===== src/hw/rtl/hct_pkg.sv =====
// shared widths, register codes and reset values of the hsv color threshold
`timescale 1ns / 1ps

package hct_pkg;

    localparam int CHAN_W     = 8;   // one color channel, also brightness
    localparam int HUE_W      = 9;   // whole degrees 0..359
    localparam int SAT_W      = 7;   // whole percent 0..100
    localparam int CFG_IDX_W  = 3;
    localparam int CFG_DATA_W = 9;   // widest register

    typedef enum logic [CFG_IDX_W-1:0] {
        REG_HUE_LOW  = 3'd0,
        REG_HUE_HIGH = 3'd1,
        REG_SAT_LOW  = 3'd2,
        REG_SAT_HIGH = 3'd3,
        REG_VAL_LOW  = 3'd4,
        REG_VAL_HIGH = 3'd5
    } cfg_reg_t;

    localparam logic [HUE_W-1:0]  HUE_LOW_RST  = 9'd90;
    localparam logic [HUE_W-1:0]  HUE_HIGH_RST = 9'd150;
    localparam logic [SAT_W-1:0]  SAT_LOW_RST  = 7'd15;
    localparam logic [SAT_W-1:0]  SAT_HIGH_RST = 7'd100;
    localparam logic [CHAN_W-1:0] VAL_LOW_RST  = 8'd25;
    localparam logic [CHAN_W-1:0] VAL_HIGH_RST = 8'd255;

endpackage


===== src/hw/rtl/hct_stream_if.sv =====
// pixel and result stream interfaces of the hsv color threshold
`timescale 1ns / 1ps

interface hct_pix_if;
    logic                       valid;
    logic                       ready;
    logic [hct_pkg::CHAN_W-1:0] red;
    logic [hct_pkg::CHAN_W-1:0] green;
    logic [hct_pkg::CHAN_W-1:0] blue;

    modport source (output valid, output red, output green, output blue, input ready);
    modport sink (input valid, input red, input green, input blue, output ready);
endinterface

interface hct_res_if;
    logic                       valid;
    logic                       ready;
    logic                       keep;
    logic [hct_pkg::HUE_W-1:0]  hue_whole;
    logic [hct_pkg::SAT_W-1:0]  sat_whole;
    logic [hct_pkg::CHAN_W-1:0] brightness;

    modport source (output valid, output keep, output hue_whole, output sat_whole,
                    output brightness, input ready);
    modport sink (input valid, input keep, input hue_whole, input sat_whole,
                  input brightness, output ready);
endinterface


===== src/hw/rtl/hsv_color_threshold.sv =====
// top level: rgb pixel to hsv conversion with hue, saturation and value window test
`timescale 1ns / 1ps

// One pixel beat enters per clock while pix.ready is high, and one result beat leaves
// per pixel, in order. A pixel passes twelve registered stages from accept to a valid
// result: one stage finds the largest and smallest channel, one forms the exact hue
// and saturation numerators, nine stages run a restoring divider that retires one
// quotient bit per stage for hue and saturation side by side, and the last stage makes
// the window decisions into the output register. The divider depth (nine quotient bits
// for hue 0..359) sets the latency. Every stage carries its own valid bit and stalls
// only when it and all stages after it are full, so bubbles close up and pix.ready
// stays high while the output waits until all twelve stages hold a beat. All window
// tests are exact: they use the whole-unit quotient and whether the remainder is zero,
// so no rounding happens. A gray pixel reports hue 0 and saturation 0. The hue window
// wraps through 0 when hue_low is not below hue_high. Configuration is written through
// cfg_we/cfg_index/cfg_data while no pixel is in flight, a user rule the block does
// not enforce. Unknown indexes are ignored. No memory, no clearing pass after reset.

module hsv_color_threshold (
    input  logic                         clk,
    input  logic                         rst_n,
    input  logic                         cfg_we,
    input  logic [hct_pkg::CFG_IDX_W-1:0]  cfg_index,
    input  logic [hct_pkg::CFG_DATA_W-1:0] cfg_data,
    hct_pix_if.sink                      pix,
    hct_res_if.source                    res
);
    import hct_pkg::*;

    localparam int Q_W        = 9;           // quotient bits, covers hue 0..359
    localparam int REM_W      = 17;          // 360 * 255 and 255 << 8 both fit
    localparam int DIV_STAGES = Q_W;
    localparam int NST        = DIV_STAGES + 3;   // prep, numerators, divider, output

    localparam logic [HUE_W-1:0] DEG_RED   = 9'd0;
    localparam logic [HUE_W-1:0] DEG_GREEN = 9'd120;
    localparam logic [HUE_W-1:0] DEG_BLUE  = 9'd240;
    localparam logic [HUE_W-1:0] DEG_WRAP  = 9'd360;
    localparam logic [HUE_W-1:0] DEG_STEP  = 9'd60;
    localparam logic [SAT_W-1:0] PCT_FULL  = 7'd100;

    // which channel is the max, and the red-wrap case
    typedef enum logic [1:0] {
        SEC_RED,
        SEC_GREEN,
        SEC_BLUE,
        SEC_RED_WRAP
    } sector_t;

    typedef struct packed {
        logic [CHAN_W-1:0] mx;
        logic [CHAN_W-1:0] d;
        logic [CHAN_W-1:0] x;
        logic              neg;
        sector_t           sector;
    } prep_t;

    typedef struct packed {
        logic [REM_W-1:0]  hrem;
        logic [Q_W-1:0]    hq;
        logic [REM_W-1:0]  srem;
        logic [Q_W-1:0]    sq;
        logic [CHAN_W-1:0] d;
        logic [CHAN_W-1:0] mx;
        logic              gray;
    } div_t;

    // ---------------------------------------------------------------- config
    logic [HUE_W-1:0]  hue_low_reg, hue_high_reg;
    logic [SAT_W-1:0]  sat_low_reg, sat_high_reg;
    logic [CHAN_W-1:0] val_low_reg, val_high_reg;

    always_ff @(posedge clk or negedge rst_n)
    begin
        if (!rst_n)
        begin
            hue_low_reg  <= HUE_LOW_RST;
            hue_high_reg <= HUE_HIGH_RST;
            sat_low_reg  <= SAT_LOW_RST;
            sat_high_reg <= SAT_HIGH_RST;
            val_low_reg  <= VAL_LOW_RST;
            val_high_reg <= VAL_HIGH_RST;
        end
        else if (cfg_we)
        begin
            unique case (cfg_reg_t'(cfg_index))
                REG_HUE_LOW:  hue_low_reg  <= cfg_data[HUE_W-1:0];
                REG_HUE_HIGH: hue_high_reg <= cfg_data[HUE_W-1:0];
                REG_SAT_LOW:  sat_low_reg  <= cfg_data[SAT_W-1:0];
                REG_SAT_HIGH: sat_high_reg <= cfg_data[SAT_W-1:0];
                REG_VAL_LOW:  val_low_reg  <= cfg_data[CHAN_W-1:0];
                REG_VAL_HIGH: val_high_reg <= cfg_data[CHAN_W-1:0];
                default:      ;   // unknown index, write dropped
            endcase
        end
    end

    // ---------------------------------------------------------- flow control
    // stage 0: prep, 1..DIV_STAGES+1: divider chain (1 holds numerators), last: output
    logic [NST-1:0] st_valid_reg, st_valid_next;
    logic [NST-1:0] adv;

    // a stage moves when the output drains or some stage at or after it is empty
    for (genvar i = 0; i < NST; i++)
    begin : g_adv
        assign adv[i] = res.ready || !(&st_valid_reg[NST-1:i]);
    end

    assign pix.ready = adv[0];
    assign res.valid = st_valid_reg[NST-1];

    always_comb
    begin
        st_valid_next[0] = adv[0] ? pix.valid : st_valid_reg[0];
        for (int i = 1; i < NST; i++)
        begin
            st_valid_next[i] = adv[i] ? st_valid_reg[i-1] : st_valid_reg[i];
        end
    end

    always_ff @(posedge clk or negedge rst_n)
    begin
        if (!rst_n)
        begin
            st_valid_reg <= '0;
        end
        else
        begin
            st_valid_reg <= st_valid_next;
        end
    end

    // ----------------------------------------------- stage 0: max, min, sector
    prep_t             prep_reg, prep_next;
    logic              r_max, g_max;
    logic [CHAN_W-1:0] mn;

    always_comb
    begin
        // ties: red over green over blue
        r_max = (pix.red >= pix.green) && (pix.red >= pix.blue);
        g_max = !r_max && (pix.green >= pix.blue);

        if ((pix.red <= pix.green) && (pix.red <= pix.blue))
        begin
            mn = pix.red;
        end
        else
        begin
            mn = (pix.green <= pix.blue) ? pix.green : pix.blue;
        end

        prep_next = '0;
        if (r_max)
        begin
            prep_next.mx = pix.red;
            if (pix.green >= pix.blue)
            begin
                prep_next.sector = SEC_RED;
                prep_next.neg    = 1'b0;
                prep_next.x      = pix.green - pix.blue;
            end
            else
            begin
                // hue lands in [300, 360)
                prep_next.sector = SEC_RED_WRAP;
                prep_next.neg    = 1'b1;
                prep_next.x      = pix.blue - pix.green;
            end
        end
        else if (g_max)
        begin
            prep_next.mx     = pix.green;
            prep_next.sector = SEC_GREEN;
            prep_next.neg    = (pix.blue < pix.red);
            prep_next.x      = (pix.blue >= pix.red) ? (pix.blue - pix.red)
                                                     : (pix.red - pix.blue);
        end
        else
        begin
            prep_next.mx     = pix.blue;
            prep_next.sector = SEC_BLUE;
            prep_next.neg    = (pix.red < pix.green);
            prep_next.x      = (pix.red >= pix.green) ? (pix.red - pix.green)
                                                      : (pix.green - pix.red);
        end
        prep_next.d = prep_next.mx - mn;
    end

    always_ff @(posedge clk)
    begin
        if (adv[0])
        begin
            prep_reg <= prep_next;
        end
    end

    // ------------------------------------- stage 1: exact hue and sat numerators
    div_t dv_reg  [DIV_STAGES+1];
    div_t dv_next [DIV_STAGES+1];

    logic [HUE_W-1:0] base_deg;
    logic [REM_W-1:0] base_term, x_term;

    always_comb
    begin
        unique case (prep_reg.sector)
            SEC_RED:      base_deg = DEG_RED;
            SEC_GREEN:    base_deg = DEG_GREEN;
            SEC_BLUE:     base_deg = DEG_BLUE;
            SEC_RED_WRAP: base_deg = DEG_WRAP;
        endcase

        base_term = REM_W'(base_deg) * REM_W'(prep_reg.d);
        x_term    = REM_W'(prep_reg.x) * REM_W'(DEG_STEP);

        dv_next[0].hrem = prep_reg.neg ? (base_term - x_term) : (base_term + x_term);
        dv_next[0].hq   = '0;
        dv_next[0].srem = REM_W'(prep_reg.d) * REM_W'(PCT_FULL);
        dv_next[0].sq   = '0;
        dv_next[0].d    = prep_reg.d;
        dv_next[0].mx   = prep_reg.mx;
        dv_next[0].gray = (prep_reg.d == '0);
    end

    always_ff @(posedge clk)
    begin
        if (adv[1])
        begin
            dv_reg[0] <= dv_next[0];
        end
    end

    // ------------------------- divider: one quotient bit per stage, msb first
    // hue = hrem / d, saturation = srem / mx
    for (genvar k = 0; k < DIV_STAGES; k++)
    begin : g_div
        localparam int Shift = Q_W - 1 - k;

        logic [REM_W-1:0] h_trial, s_trial;
        logic             h_take, s_take;

        always_comb
        begin
            h_trial = REM_W'(dv_reg[k].d) << Shift;
            s_trial = REM_W'(dv_reg[k].mx) << Shift;
            h_take  = (dv_reg[k].hrem >= h_trial);
            s_take  = (dv_reg[k].srem >= s_trial);

            dv_next[k+1] = dv_reg[k];
            if (h_take)
            begin
                dv_next[k+1].hrem      = dv_reg[k].hrem - h_trial;
                dv_next[k+1].hq[Shift] = 1'b1;
            end
            if (s_take)
            begin
                dv_next[k+1].srem      = dv_reg[k].srem - s_trial;
                dv_next[k+1].sq[Shift] = 1'b1;
            end
        end

        always_ff @(posedge clk)
        begin
            if (adv[k+2])
            begin
                dv_reg[k+1] <= dv_next[k+1];
            end
        end
    end

    // ------------------------------------------- last stage: window decisions
    logic [Q_W-1:0]   hq, sq;
    logic             h_exact, s_exact;
    logic             hue_ge, hue_le, hue_ok, sat_ok, val_ok;
    logic             keep_reg, keep_next;
    logic [HUE_W-1:0] hue_reg;
    logic [SAT_W-1:0] sat_reg;
    logic [CHAN_W-1:0] bright_reg;

    always_comb
    begin
        // gray pixel: the hue divisor is zero, report hue 0 and saturation 0 exactly
        hq      = dv_reg[DIV_STAGES].gray ? '0 : dv_reg[DIV_STAGES].hq;
        sq      = dv_reg[DIV_STAGES].gray ? '0 : dv_reg[DIV_STAGES].sq;
        h_exact = dv_reg[DIV_STAGES].gray || (dv_reg[DIV_STAGES].hrem == '0);
        s_exact = dv_reg[DIV_STAGES].gray || (dv_reg[DIV_STAGES].srem == '0);

        // x >= L iff floor(x) >= L; x <= H iff floor(x) < H or x == H exactly
        hue_ge = (hq >= Q_W'(hue_low_reg));
        hue_le = (hq < Q_W'(hue_high_reg)) || ((hq == Q_W'(hue_high_reg)) && h_exact);
        hue_ok = (hue_low_reg < hue_high_reg) ? (hue_ge && hue_le) : (hue_ge || hue_le);

        sat_ok = (sq >= Q_W'(sat_low_reg))
              && ((sq < Q_W'(sat_high_reg)) || ((sq == Q_W'(sat_high_reg)) && s_exact));

        val_ok = (dv_reg[DIV_STAGES].mx >= val_low_reg)
              && (dv_reg[DIV_STAGES].mx <= val_high_reg);

        keep_next = hue_ok && sat_ok && val_ok;
    end

    always_ff @(posedge clk)
    begin
        if (adv[NST-1])
        begin
            keep_reg   <= keep_next;
            hue_reg    <= hq[HUE_W-1:0];
            sat_reg    <= sq[SAT_W-1:0];
            bright_reg <= dv_reg[DIV_STAGES].mx;
        end
    end

    assign res.keep       = keep_reg;
    assign res.hue_whole  = hue_reg;
    assign res.sat_whole  = sat_reg;
    assign res.brightness = bright_reg;

endmodule


===== src/flat_wrapper.sv =====
// flat-port wrapper written by rule: the top's interface ports become plain ports
module hsv_color_threshold_flat import hct_pkg::*;
  (clk, rst_n, cfg_we, cfg_index, cfg_data, pix_valid, pix_red, pix_green, pix_blue, pix_ready, res_valid, res_keep, res_hue_whole, res_sat_whole, res_brightness, res_ready);
  hct_pix_if pix_i ();
  hct_res_if res_i ();
  input  logic clk;
  input  logic rst_n;
  input  logic cfg_we;
  input  logic [hct_pkg::CFG_IDX_W-1:0] cfg_index;
  input  logic [hct_pkg::CFG_DATA_W-1:0] cfg_data;
  input wire logic [$bits(pix_i.valid)-1:0] pix_valid;
  input wire logic [$bits(pix_i.red)-1:0] pix_red;
  input wire logic [$bits(pix_i.green)-1:0] pix_green;
  input wire logic [$bits(pix_i.blue)-1:0] pix_blue;
  output wire logic [$bits(pix_i.ready)-1:0] pix_ready;
  output wire logic [$bits(res_i.valid)-1:0] res_valid;
  output wire logic [$bits(res_i.keep)-1:0] res_keep;
  output wire logic [$bits(res_i.hue_whole)-1:0] res_hue_whole;
  output wire logic [$bits(res_i.sat_whole)-1:0] res_sat_whole;
  output wire logic [$bits(res_i.brightness)-1:0] res_brightness;
  input wire logic [$bits(res_i.ready)-1:0] res_ready;
  assign pix_i.valid = pix_valid;
  assign pix_i.red = pix_red;
  assign pix_i.green = pix_green;
  assign pix_i.blue = pix_blue;
  assign pix_ready = pix_i.ready;
  assign res_valid = res_i.valid;
  assign res_keep = res_i.keep;
  assign res_hue_whole = res_i.hue_whole;
  assign res_sat_whole = res_i.sat_whole;
  assign res_brightness = res_i.brightness;
  assign res_i.ready = res_ready;
  hsv_color_threshold u_core (.clk(clk), .rst_n(rst_n), .cfg_we(cfg_we), .cfg_index(cfg_index), .cfg_data(cfg_data), .pix(pix_i), .res(res_i));
endmodule

===== config.mk =====
export PLATFORM = sky130hd
export DESIGN_NAME = hsv_color_threshold_flat
export DESIGN_NICKNAME = d
export VERILOG_FILES = /design/src/hw/rtl/hct_pkg.sv /design/src/hw/rtl/hct_stream_if.sv /design/src/hw/rtl/hsv_color_threshold.sv /design/src/flat_wrapper.sv
export SDC_FILE = /design/constraint.sdc
export NUM_CORES = 1
export LEC_CHECK = 0
export BUFFER_PORTS_ARGS = -buffer_cell sky130_fd_sc_hd__clkbuf_2
export CAP_MARGIN = 20
export CORE_ASPECT_RATIO = 0.9
export CORE_MARGIN = 4
export CORE_UTILIZATION = 30
export DETAILED_ROUTE_END_ITERATION = 8
export GPL_TIMING_DRIVEN = 0
export PLACE_DENSITY = 0.46
export SYNTH_ARGS = -nofsm -noshare
export SYNTH_HDL_FRONTEND = slang
export SYNTH_SLANG_ARGS = --single-unit

===== constraint.sdc =====
create_clock -name clk -period 7.1 [get_ports clk]
set_input_delay 1.065 -clock clk [delete_from_list [all_inputs] [get_ports clk]]
set_output_delay 1.065 -clock clk [all_outputs]
set_load 0.005 [all_outputs]

==> metrics list <==
- The final-report max-slew violation count is 0.
* Global-route wire length before repair: 128500 µm
- Share of post-route cells with drive strength above 1: 9.553%
- The Yosys step of the flow raised 0 warnings.
- In the global route stage, overall resource usage came out at 11.96%.
- Area after detailed placement: 40600 µm²
- Fin. Hold Viols: 0
- Data arrival time of the worst path: 6.79 ns
- CTS tree: built
- Floorplan die area: between 100000 and 150000 µm²
- Outcome: completed
* Vias per cell: 4.529
* Grt ovf: 0
- Length in cells of the worst reg-to-reg path: 21
* Fmax achieved: 155.5 MHz
* Setup crit start kind: input pin
- The number of antenna violations at the first check in global routing was 0.
- After synthesis the cells add up to 37800 µm².
* Class of the tightest hold or removal check: input pin to asynchronous set/reset pin
- The worst setup path is captured at a register.
- The final critical path takes up 90.60% of the cycle.
- For this run, asynchronously set or reset flops after synthesis account for a little under a tenth.
- After detailed routing, the average wire length per cell comes to 14.85 µm.
* Critical Path RT: between 7 and 8 ns
- Once the floorplan was initialized, standard cells occupied 30.21% of the core.
- Detail Route Antenna Nets: 0
* Setup total negative slack: 0 ns
- The cell count after synthesis came out at ~3300.
- The number of setup buffers added after CTS is 0.
* Worst slack after detailed placement: -0.1345 ns
* Avg Synthesized Cell Area: 11.39 µm²
- Clock insertion delay at the later pin of the skew report: 0.64 ns
* Post-Route Skew: ~0.025 ns
- Overall die height: approximately 340 µm
- Highest net fanout along the worst path: 10
* Hold buffer count at CTS: 0
- Once placement completed, the tool counted placed cells totaling 5088.
* Max Cap Violations: 0
- Most frequent cells in the layout: edfxtp_1 (590), inv_1 (396), ha_1 (353)
* Startpoint of the worst register-to-register path: u_core.prep_reg[0]
- Vias in the first global route: 24290
- Commonest non-fill, non-tap cell in the layout: edfxtp_1
- Terminus of the critical flop-to-flop path: u_core.dv_reg[0][68]
- Number of top-level design ports: just under 70
- Core Box Area: about 130000 µm²
- Worst-case register-to-register setup slack: 1.23 ns
- For this design, the sink count on the clock tree is 650.
* Fin cells: 5225
- Iteration-0 DRC Markers: 995
- DRC Markers: 0
- At the pin with the least slew margin, the transition time is 0.9998 ns.
- Area growth from synthesis to layout: 13.87%
* Placer congestion estimate: around 0.84
- Max reg flops: 538
- Final number of setup-violating endpoints: 0
* Dominant register cell in the synthesized netlist: edfxtp_1
- Wires add up to 77610 µm.
* Net Count, Synth: ~3800
* First-pass iteration count of the detailed router: 5
* Slew margin rel.: 32.83%
* Flops & latches, synth: 650
- Depth of the CTS H-tree: 3
- In this run, synthesis inferred 590 flip-flops with an integrated enable.
- From left edge to right edge, the die measures 382.2 µm.
- Placed wire-length estimate after detailed placement: 60780 µm
* RSZ-0062 raised after global routing: no
- Clock buffer count from CTS: 73
- After layout, the worst setup slack is 0.6676 ns.
- The routed layout has 23670 vias.
* Inserted Diodes: 0
* Crit path kind: input pin to register
- Maximum number of pins on one net before global-route repair: 63
- Post-layout net count: 3939
- Row generation in the floorplan step produced 123 rows.
* Clock Root Buffer: clkbuf_16
- The count of buffers added on input and output ports is 67.
- In this run, post-CTS repair resized a total of 0 instances.
* Buffer levels on the longest clock path: 3
- Fraction of the yosys area taken by sequential cells: 50.93%
* Clock-pin transition on the worst setup and hold timing paths: roughly 0.060 ns
- Time the worst path needs with I/O delays and setup: 6.432 ns
* Design Area, Final: 43040 µm²
* Number of distinct standard cells referenced by the synthesized netlist: 78
[worst max-delay path, cell delays in order]
cell and delay [ns]:
clkbuf_2 0.15, inv_1 0.07, ha_1 0.29, clkbuf_1 0.18, a21oi_1 0.24, o21ai_0 0.18
nor2_1 0.27, clkbuf_1 0.52, a21oi_1 0.16, clkbuf_2 0.26, clkinv_1 0.23, ha_1 0.18
clkbuf_1 0.47, buf_1 0.65, mux2i_1 0.15, o21ai_0 0.32, ha_1 0.33, o21ai_0 0.10
nand2b_1 0.11, a21o_1 0.20, a21oi_1 0.20, o21ai_0 0.14, xnor2_1 0.15, xor2_1 0.15
[cells in the mapped netlist (all sizes together), types with 30 or more instances]
master  instances  area (µm²)
nor2b          72       450.4
nand2         225       844.6
o21ai         228        1141
clkbuf         42       157.7
ha            353        4417
nor4           31       193.9
fa             66        1321
nor2          199       747.0
inv           401        1505
and2           30       187.7
mux2i          37       370.4
xnor2         120        1051
a21oi         150       750.7
mux2           71       799.5
nor3           71       365.3
nand2b         58       362.9
dfrtp          34       850.8
a21o           48       360.4
edfxtp        590       17720
nand3          38       190.2
xor2           81       709.4
nand4          38       237.7
[metrics by stage]
stage               util [%]  hold slack, ns
global route           34.40          0.3305
floorplan                  -          0.4003
detailed placement     32.45          0.4045
global placement       32.17          0.4006
CTS                    34.39          0.3070
finish                 34.40          0.3583
[layer usage]
layer / vias to the layer above / GRT usage, % / share of wire (%)
li1: 12170 / - / -
met1: 11100 / 15.37 / 47
met2: 283 / 20.83 / 48
met3: 117 / 2.085 / 3.1
met4: 0 / 3.160 / 2.3
met5: - / 0 / 0
[how the worst max path moves through the flow]
stage | startpoint | to | slack (ns) | cells past startpoint
global placement | res_ready | pix_ready | -1.53 | 9
CTS | pix_red[0] | u_core.dv_next[637] | 0.55 | 24
finish | pix_green[5] | u_core.dv_next[637] | 0.67 | 24
floorplan | res_ready | pix_ready | 1.23 | 7
detailed placement | pix_red[0] | u_core.dv_next[637] | -0.13 | 24
global route | pix_green[5] | u_core.dv_next[637] | 0.10 | 24
[cells by family after synthesis]
logic type | Yosys count | synth area share, %
and+or+nand+nor | 862 | 11.44
DFF | 650 | 50.93
AOI/OAI and AO/OA | 627 | 10.21
buffers and inverters | 451 | 4.482
adders and majority gates | 419 | 15.18
xor gates and xnor gates | 201 | 4.657
muxes | 108 | 3.095
[final cells by class]
type | instances | area (µm²)
clock inverters | 34 | 370.4
clock buffers | 100 | 2052
flip-flops and latches | 650 | 19250
fillers | 12480 | 82080
plain buffers | 46 | 175.2
well taps | 1687 | 2111
repair buffers | 86 | 673.1
inverters | 405 | 1520
multi-input cells | 2217 | 16890
Power is left out: the tool's default activity adds up to more than one toggle a clock period on the data nets, which glitch-free logic cannot reach.
